<file path="src/design/mm_pkg.sv">
`timescale 1ns / 1ps
// ----------------------------------------------------------------------------
// mm_pkg
// Shared types, codes and helpers for the fixed-point matrix multiplier.
// ----------------------------------------------------------------------------
package mm_pkg;

    localparam int unsigned MAX_DIM_DEFAULT = 8;

    localparam int unsigned SIZE_W  = 4;   // configuration register width
    localparam int unsigned IDX_W   = 3;   // row / column field width
    localparam int unsigned ELEM_W  = 16;  // Q8.8 element
    localparam int unsigned PROD_W  = 32;  // Q16.16 product
    localparam int unsigned ACC_W   = 36;  // Q20.16 sum
    localparam int unsigned CFG_A_W = 2;   // configuration index width

    typedef enum logic [1:0] {
        MODE_LOAD_LEFT  = 2'd0,
        MODE_LOAD_RIGHT = 2'd1,
        MODE_COMPUTE    = 2'd2,
        MODE_UNUSED     = 2'd3
    } mm_mode_t;

    typedef enum logic [CFG_A_W-1:0] {
        CFG_LEFT_ROWS  = 2'd0,
        CFG_INNER_SIZE = 2'd1,
        CFG_RIGHT_COLS = 2'd2,
        CFG_NONE       = 2'd3
    } mm_cfg_t;

    typedef enum logic [1:0] {
        MM_IDLE,
        MM_ISSUE,
        MM_DRAIN
    } mm_state_t;

    // Tag that travels alongside each multiply-accumulate step.
    typedef struct packed {
        logic             valid;
        logic             first;   // first product of a dot product
        logic             fin;     // final product of a dot product
        logic             last;    // final element of the run
        logic [IDX_W-1:0] row;
        logic [IDX_W-1:0] col;
    } mm_tag_t;

    // Clamp a size register to 1..max_dim and return size - 1.
    function automatic logic [SIZE_W-1:0] size_last(input logic [SIZE_W-1:0] v,
                                                    input int unsigned max_dim);
        logic [SIZE_W-1:0] r;
        if (v == '0)
            r = '0;
        else if (32'(v) > max_dim)
            r = SIZE_W'(max_dim - 1);
        else
            r = v - SIZE_W'(1);
        return r;
    endfunction

endpackage

</file>
<file path="src/design/matrix_multiply.sv">
`timescale 1ns / 1ps
// ----------------------------------------------------------------------------
// matrix_multiply
// Fixed-point general matrix multiply: Q8.8 elements in, Q20.16 sums out.
// ----------------------------------------------------------------------------
// Load transactions (modes 0/1) leave the sequencer idle; busy stays low.
// Compute: one result per output element, once its inner_size products are
//   summed; busy drops once the MAC pipe has drained.
// Throughput is set by the single shared 16x16 multiplier: one MAC per cycle.
// Results are strobed for one cycle each; the receiver cannot stall them.
// Reset (rst_n, async low) clears control and sizes to 3/2/3; stores undefined.
// ----------------------------------------------------------------------------
module matrix_multiply #(
    parameter int unsigned MAX_DIM = mm_pkg::MAX_DIM_DEFAULT
) (
    input  logic                         clk,
    input  logic                         rst_n,
    // command channel
    input  logic                         start,
    output logic                         busy,
    input  logic [1:0]                   mode,
    input  logic [mm_pkg::IDX_W-1:0]     row_index,
    input  logic [mm_pkg::IDX_W-1:0]     col_index,
    input  logic signed [mm_pkg::ELEM_W-1:0] element_value,
    // configuration write port
    input  logic                         cfg_write,
    input  logic [mm_pkg::CFG_A_W-1:0]   cfg_index,
    input  logic [mm_pkg::SIZE_W-1:0]    cfg_data,
    // result channel
    output logic                         result_valid,
    output logic [mm_pkg::IDX_W-1:0]     result_row,
    output logic [mm_pkg::IDX_W-1:0]     result_col,
    output logic signed [mm_pkg::ACC_W-1:0] result_value,
    output logic                         last
);

    // Counter width covers 0..MAX_DIM-1; store address covers the full square.
    localparam int unsigned DW    = $clog2(MAX_DIM);
    localparam int unsigned DEPTH = MAX_DIM * MAX_DIM;
    localparam int unsigned AW    = $clog2(DEPTH);

    // ------------------------------------------------------------------
    // Configuration registers
    // ------------------------------------------------------------------
    logic [mm_pkg::SIZE_W-1:0] left_rows_reg, inner_size_reg, right_cols_reg;

    always_ff @(posedge clk or negedge rst_n)
    begin
        if (!rst_n)
        begin
            left_rows_reg  <= mm_pkg::SIZE_W'(3);
            inner_size_reg <= mm_pkg::SIZE_W'(2);
            right_cols_reg <= mm_pkg::SIZE_W'(3);
        end
        else if (cfg_write)
        begin
            unique case (mm_pkg::mm_cfg_t'(cfg_index))
                mm_pkg::CFG_LEFT_ROWS:  left_rows_reg  <= cfg_data;
                mm_pkg::CFG_INNER_SIZE: inner_size_reg <= cfg_data;
                mm_pkg::CFG_RIGHT_COLS: right_cols_reg <= cfg_data;
                default:                ;  // no such register
            endcase
        end
    end

    // Clamped sizes, held as size - 1 for terminal-count compares.
    logic [DW-1:0] nr_last, nk_last, nc_last;
    assign nr_last = DW'(mm_pkg::size_last(left_rows_reg,  MAX_DIM));
    assign nk_last = DW'(mm_pkg::size_last(inner_size_reg, MAX_DIM));
    assign nc_last = DW'(mm_pkg::size_last(right_cols_reg, MAX_DIM));

    // ------------------------------------------------------------------
    // Command decode
    // ------------------------------------------------------------------
    logic accept;
    logic in_range;
    logic wr_left, wr_right, go;
    logic [AW-1:0] wr_addr;

    assign accept   = start && !busy;
    assign in_range = (32'(row_index) < MAX_DIM) && (32'(col_index) < MAX_DIM);
    assign wr_left  = accept && (mode == mm_pkg::MODE_LOAD_LEFT)  && in_range;
    assign wr_right = accept && (mode == mm_pkg::MODE_LOAD_RIGHT) && in_range;
    assign go       = accept && (mode == mm_pkg::MODE_COMPUTE);
    assign wr_addr  = AW'(32'(row_index) * MAX_DIM + 32'(col_index));

    // ------------------------------------------------------------------
    // Sequencer: walks r, c, k and issues one MAC per cycle
    // ------------------------------------------------------------------
    mm_pkg::mm_state_t state_reg, state_next;
    logic [DW-1:0] r_reg, r_next, c_reg, c_next, k_reg, k_next;
    mm_pkg::mm_tag_t issue_tag;
    logic [AW-1:0] rd_addr_a, rd_addr_b;

    mm_pkg::mm_tag_t tag1_reg, tag2_reg;

    always_ff @(posedge clk or negedge rst_n)
    begin
        if (!rst_n)
        begin
            state_reg <= mm_pkg::MM_IDLE;
            r_reg     <= '0;
            c_reg     <= '0;
            k_reg     <= '0;
        end
        else
        begin
            state_reg <= state_next;
            r_reg     <= r_next;
            c_reg     <= c_next;
            k_reg     <= k_next;
        end
    end

    always_comb
    begin
        state_next = state_reg;
        r_next     = r_reg;
        c_next     = c_reg;
        k_next     = k_reg;
        issue_tag  = '0;

        unique case (state_reg)
            mm_pkg::MM_IDLE:
            begin
                if (go)
                begin
                    state_next = mm_pkg::MM_ISSUE;
                    r_next     = '0;
                    c_next     = '0;
                    k_next     = '0;
                end
            end
            mm_pkg::MM_ISSUE:
            begin
                issue_tag.valid = 1'b1;
                issue_tag.first = (k_reg == '0);
                issue_tag.fin   = (k_reg == nk_last);
                issue_tag.last  = (k_reg == nk_last) && (c_reg == nc_last)
                                  && (r_reg == nr_last);
                issue_tag.row   = mm_pkg::IDX_W'(r_reg);
                issue_tag.col   = mm_pkg::IDX_W'(c_reg);
                if (k_reg == nk_last)
                begin
                    k_next = '0;
                    if (c_reg == nc_last)
                    begin
                        c_next = '0;
                        if (r_reg == nr_last)
                            state_next = mm_pkg::MM_DRAIN;
                        else
                            r_next = r_reg + DW'(1);
                    end
                    else
                        c_next = c_reg + DW'(1);
                end
                else
                    k_next = k_reg + DW'(1);
            end
            mm_pkg::MM_DRAIN:
            begin
                // wait for the MAC pipe to empty
                if (!tag1_reg.valid && !tag2_reg.valid)
                    state_next = mm_pkg::MM_IDLE;
            end
            default:
                state_next = mm_pkg::MM_IDLE;
        endcase
    end

    assign busy      = (state_reg != mm_pkg::MM_IDLE);
    assign rd_addr_a = AW'(32'(r_reg) * MAX_DIM + 32'(k_reg));   // A[r][k]
    assign rd_addr_b = AW'(32'(k_reg) * MAX_DIM + 32'(c_reg));   // B[k][c]

    // ------------------------------------------------------------------
    // Element stores: one write port, one registered read port each
    // ------------------------------------------------------------------
    logic [mm_pkg::ELEM_W-1:0] left_mem  [DEPTH];
    logic [mm_pkg::ELEM_W-1:0] right_mem [DEPTH];
    logic signed [mm_pkg::ELEM_W-1:0] left_q_reg, right_q_reg;

    always_ff @(posedge clk)
    begin
        if (wr_left)
            left_mem[wr_addr] <= element_value;
        left_q_reg <= left_mem[rd_addr_a];
    end

    always_ff @(posedge clk)
    begin
        if (wr_right)
            right_mem[wr_addr] <= element_value;
        right_q_reg <= right_mem[rd_addr_b];
    end

    // ------------------------------------------------------------------
    // MAC pipe: read -> multiply -> accumulate / emit
    // ------------------------------------------------------------------
    logic signed [mm_pkg::PROD_W-1:0] prod_reg;
    logic signed [mm_pkg::ACC_W-1:0]  acc_reg, acc_sum;

    always_ff @(posedge clk or negedge rst_n)
    begin
        if (!rst_n)
        begin
            tag1_reg <= '0;
            tag2_reg <= '0;
        end
        else
        begin
            tag1_reg <= issue_tag;
            tag2_reg <= tag1_reg;
        end
    end

    // Q8.8 x Q8.8 -> exact Q16.16
    always_ff @(posedge clk)
    begin
        prod_reg <= left_q_reg * right_q_reg;
    end

    assign acc_sum = (tag2_reg.first ? '0 : acc_reg) + mm_pkg::ACC_W'(prod_reg);

    always_ff @(posedge clk)
    begin
        if (tag2_reg.valid)
            acc_reg <= acc_sum;
    end

    // Result register: strobe resets, payload does not.
    logic result_valid_reg;
    logic [mm_pkg::IDX_W-1:0] result_row_reg, result_col_reg;
    logic signed [mm_pkg::ACC_W-1:0] result_value_reg;
    logic result_last_reg;

    always_ff @(posedge clk or negedge rst_n)
    begin
        if (!rst_n)
            result_valid_reg <= 1'b0;
        else
            result_valid_reg <= tag2_reg.valid && tag2_reg.fin;
    end

    always_ff @(posedge clk)
    begin
        if (tag2_reg.valid && tag2_reg.fin)
        begin
            result_row_reg   <= tag2_reg.row;
            result_col_reg   <= tag2_reg.col;
            result_value_reg <= acc_sum;
            result_last_reg  <= tag2_reg.last;
        end
    end

    assign result_valid = result_valid_reg;
    assign result_row   = result_row_reg;
    assign result_col   = result_col_reg;
    assign result_value = result_value_reg;
    assign last         = result_valid_reg && result_last_reg;

    // ------------------------------------------------------------------
    // Checks
    // ------------------------------------------------------------------
`ifndef SYNTHESIS
    // a compute transaction always makes the block busy next cycle
    a_go_busy: assert property (@(posedge clk) disable iff (!rst_n)
        go |=> busy)
        else $error("compute accepted but block not busy");

    // results only come out of a run
    a_result_in_run: assert property (@(posedge clk) disable iff (!rst_n)
        result_valid |-> $past(busy))
        else $error("result strobe outside a compute run");

    // the MAC pipe only holds work while the sequencer is out of idle
    a_pipe_owned: assert property (@(posedge clk) disable iff (!rst_n)
        (tag1_reg.valid || tag2_reg.valid) |-> (state_reg != mm_pkg::MM_IDLE))
        else $error("MAC pipe busy with sequencer idle");

    // nothing follows the final element of a run straight away
    a_last_ends: assert property (@(posedge clk) disable iff (!rst_n)
        (result_valid && last) |=> !result_valid)
        else $error("result after final element");
`endif

endmodule
</file>
<file path="config.mk">
export PLATFORM = sky130hd
export DESIGN_NAME = matrix_multiply
export DESIGN_NICKNAME = d
export VERILOG_FILES = /design/src/design/mm_pkg.sv /design/src/design/matrix_multiply.sv
export SDC_FILE = /design/constraint.sdc
export NUM_CORES = 2
export LEC_CHECK = 0
export ABC_AREA = 1
export BUFFER_PORTS_ARGS = -buffer_cell sky130_fd_sc_hd__buf_2
export CORE_AREA = 2 2 431 433
export DETAILED_ROUTE_END_ITERATION = 8
export DIE_AREA = 0 0 433 435
export GPL_ROUTABILITY_DRIVEN = 0
export PLACE_DENSITY_LB_ADDON = 0.05
export SYNTH_ARGS = -nofsm -noshare
export SYNTH_HDL_FRONTEND = slang
export SYNTH_SLANG_ARGS = --single-unit
</file>
<file path="constraint.sdc">
create_clock -name clk -period 8 [get_ports clk]
set_clock_uncertainty 0.1 [all_clocks]
set_input_delay 0.8 -clock clk [delete_from_list [all_inputs] [get_ports clk]]
set_output_delay 0.8 -clock clk [all_outputs]
set_load 0.01 [all_outputs]
</file>
==> metrics.md <==
| Metric | Value |
|---|---|
| Htree depth | `4` |
| Reg-to-reg critical path endpoint | `prod_reg[29]$_DFF_P_` |
| Total wire length | `283 mm` |
| Final routed DRC violation total | `0` |
| RR Startpoint | `right_q_reg[4]$_DFF_P_` |
| Area Overhead vs Synth | `9.63%` |
| Routed via count | `67,337` |
| Global-route usage over all layers | `0.298` |
| Number of synthesized flops with an enable pin | `2,127` |
| Cells on worst reg2reg path | `20` |
| Number of clock sinks | `2,235` |
| Delay-heaviest family, CP | `adder cells` |
| Result of the run | `completed` |
| Post-route ant nets | `0` |
| TritonCTS clock tree | `yes` |
| Capture point of the worst path | `prod_reg[29]$_DFF_P_` |
| Die Span Y | `435 um` |
| Final Max Tran Viols | `0` |
| Clock latency of the later-clocked register in the worst-skew pair | `0.89 ns` |
| Effective utilization at floorplan | `0.547` |
| Unrepaired setup endpoints after global routing | `false` |
| Total number of cells along the worst setup path | `20` |
| Max Root-Sink Buffers | `3` |
| Crit. End Element | `flip-flop` |
| Setup-violating endpoint count in the final report | `0` |
| Number of design-rule violations left by the first detailed-router iteration | `7,448` |
| Most frequent cell after synthesis | `edfxtp_1` |
| Sequential Area | `66,300 um2` |
| Most common flop cell mapped by yosys | `edfxtp_1` |
| Worst Setup SP | `right_q_reg[4]$_DFF_P_` |
| R2r setup slk | `1.70 ns` |
| Number of storage elements in the synthesis netlist | `2,235` |
| Full die area | `188,000 um2` |
| Area used by multi-input combinational logic | `29,400 um2` |
| Sum of net half-perimeters after detailed placement | `163 mm` |
| Core box area | `184,000 um2` |
| Fraction of post-synthesis cell area in the top cell type by area | `0.635` |
| Share of the clock period used by the worst path | `0.787` |
| Min Clock Period, post-route | `6.30 ns` |
| Endpoint arrival time on the critical path | `6.91 ns` |
| Final net count | `9,187` |
| Setup crit start kind | `flip-flop` |
| Die width | `433 um` |
| Post-synthesis instance total | `8,815` |
| CP max stage delay | `0.80 ns` |
| Hold Crit Class | `in2reg` |
| Total I/O pin count | `79` |
| Root buffer cell | `clkbuf_16` |
| Number of distinct library cells after synthesis | `46` |
| Mean instance size in the synthesized netlist | `11.4 um2` |
| Buf+Inv Stages, Crit Path | `5` |
| Warning count from the yosys run | `0` |
| Antenna violations before repair | `10` |
| Vias in the first global route | `64,544` |
| Summed instance area of the synthesized netlist | `101,000 um2` |
| Synthesized net count | `9,236` |
| Maximum number of pins on one net before global-route repair | `318` |
| Post-synthesis cell type with the largest combined area | `edfxtp_1` |
| Dominant cell type by count on the critical path | `fa_1` |
| Fraction of registers with async set/reset | `0.0197` |
| Post-cts sizing count | `0` |
| Ranking of synthesized cells by area | `edfxtp_1 63%, nand2_1 6.0%, fa_1 5.2%` |
| Cell with the largest stage delay on the worst path | `dfxtp_1` |
| Cell types with the highest counts after synthesis | `2,127 x edfxtp_1, 1,617 x nand2_1, 1,108 x nor2_1` |
| Sum of negative setup slack | `0 ns` |
| Average wire per standard cell | `24.7 um` |
| Share of the yosys chip area belonging to registers | `0.658` |
| TritonRoute pass-1 iters | `6` |
| Core Rows | `158` |
| Clk slew on worst S/H paths | `0.07 ns` |
| Worst slew margin relative to its limit | `0.0781` |
| Number of max-cap violations | `0` |
| Leading registers by flop count | `left_mem x1024, right_mem x1024` |
| Type of the worst setup path | `reg2reg` |
| Vias/cell | `5.89` |
| Number of hold violations in the final report | `0` |
| List of cells traversed by the critical path | `nand2_1 -> fa_1 -> inv_1 -> fa_1 -> inv_1 -> fa_1 -> fa_1 -> inv_1 -> fa_1 -> inv_1 -> fa_1 -> inv_1 -> ha_1 -> nand2_1 -> o21ai_0 -> nand2_1 -> o211ai_1 -> a21oi_1 -> nand3_1 -> nand2_1` |
| Maximum fanout count along the critical path | `16` |
| Worst-Margin Slew | `1.37 ns` |
| Wire length of the first global-routing pass | `419 mm` |
| Total CTS buffers | `221` |
| Number of port buffers | `78` |
| Worst endpoint required time | `8.61 ns` |
| Achievable frequency | `0.159 GHz` |
| Share of layout cells above drive strength 1 | `0.0723` |
| Sum of overflow across all layers after global routing | `0` |
| Final-layout fill cell count | `15,062` |
stage by stage:
step,setup slack (ns),util,hold WS (ns),std cells,cell area [um2]
finish,1.70,0.600,0.220,11437,110000
global placement,1.80,0.561,0.235,11022,103000
global route,1.31,0.600,0.251,11435,110000
detailed placement,1.75,0.561,0.245,11022,103000
CTS,1.70,0.600,0.196,11434,110000
floorplan,2.39,-,0.231,8815,101000
layout by cell type, fill, tap and decap left out, types with 8 or more instances in the layout:
master	n
nor3_1	25
ha_1	124
xnor2_1	12
nand4_1	17
nor2_2	50
clkinv_1	52
clkbuf_1	56
o21bai_1	14
clkinv_2	41
nand3_1	567
fa_1	263
nor3_2	8
buf_2	62
o22ai_1	418
o21ai_1	22
dfxtp_1	64
a21oi_1	160
inv_1	668
edfxtp_1	2127
bufinv_16	17
o21ai_0	940
dfrtp_1	31
xor2_1	44
buf_4	181
nand2_1	1616
nor2_1	1059
clkbuf_16	224
a21o_1	8
cell families after synthesis:
| family | synth area share |
|---|---|
| AND/OR/NAND/NOR | 0.134 |
| flip-flops | 0.658 |
| buffers and inverters | 0.0510 |
| AO/OA/AOI/OAI | 0.0844 |
| XOR/XNOR | 0.00487 |
| adder cells (fa/ha/maj) | 0.0677 |
worst min-delay path by stage:
stage	start	to	slack [ns]	cells after the start
after floorplan	tag1_reg[0]$_DFF_PN0_	tag2_reg[0]$_DFF_PN0_	0.23	0
after global placement	tag1_reg[5]$_DFF_PN0_	tag2_reg[5]$_DFF_PN0_	0.23	0
after detailed placement	tag1_reg[7]$_DFF_PN0_	tag2_reg[7]$_DFF_PN0_	0.24	0
after CTS	cfg_data[2]	inner_size_reg[2]$_DFFE_PN0P_	0.20	3
after global routing	cfg_data[2]	inner_size_reg[2]$_DFFE_PN0P_	0.25	3
final	cfg_data[2]	inner_size_reg[2]$_DFFE_PN0P_	0.22	3
repair_timing:
item                      CTS  global route
hold endpoints to repair   39             0
hold buffers                1             0
buffers inserted            0             0
area by class of cell:
| class | count | area share |
|---|---|---|
| well taps | 2480 | 0.0281 |
| flip-flops and latches | 2235 | 0.601 |
| inverters | 678 | 0.0237 |
| diodes | 3 | 0.0000680 |
| repair buffers | 251 | 0.0165 |
| clock buffers | 286 | 0.0534 |
| clock inverters | 125 | 0.0107 |
| multi-input cells | 5379 | 0.267 |
metal layers:
metal,GRT usage,wire length [um],vias to the layer above
met5,0,0,-
met4,0.0901,8190,0
met3,0.0429,22800,438
met2,0.465,132000,2798
met1,0.437,120000,33696
li1,-,-,30405
worst reg2reg max path: cells and delay by family (launching register included):
family,cells,cell delay (ns)
fa+ha+maj,7,3.67
buf+inv,5,0.38
simple gates,5,0.69
flops,1,0.80
compound gates,3,0.50
Power is left out: the tool's default activity adds up to more than one toggle a clock period on the data nets, which glitch-free logic cannot reach.
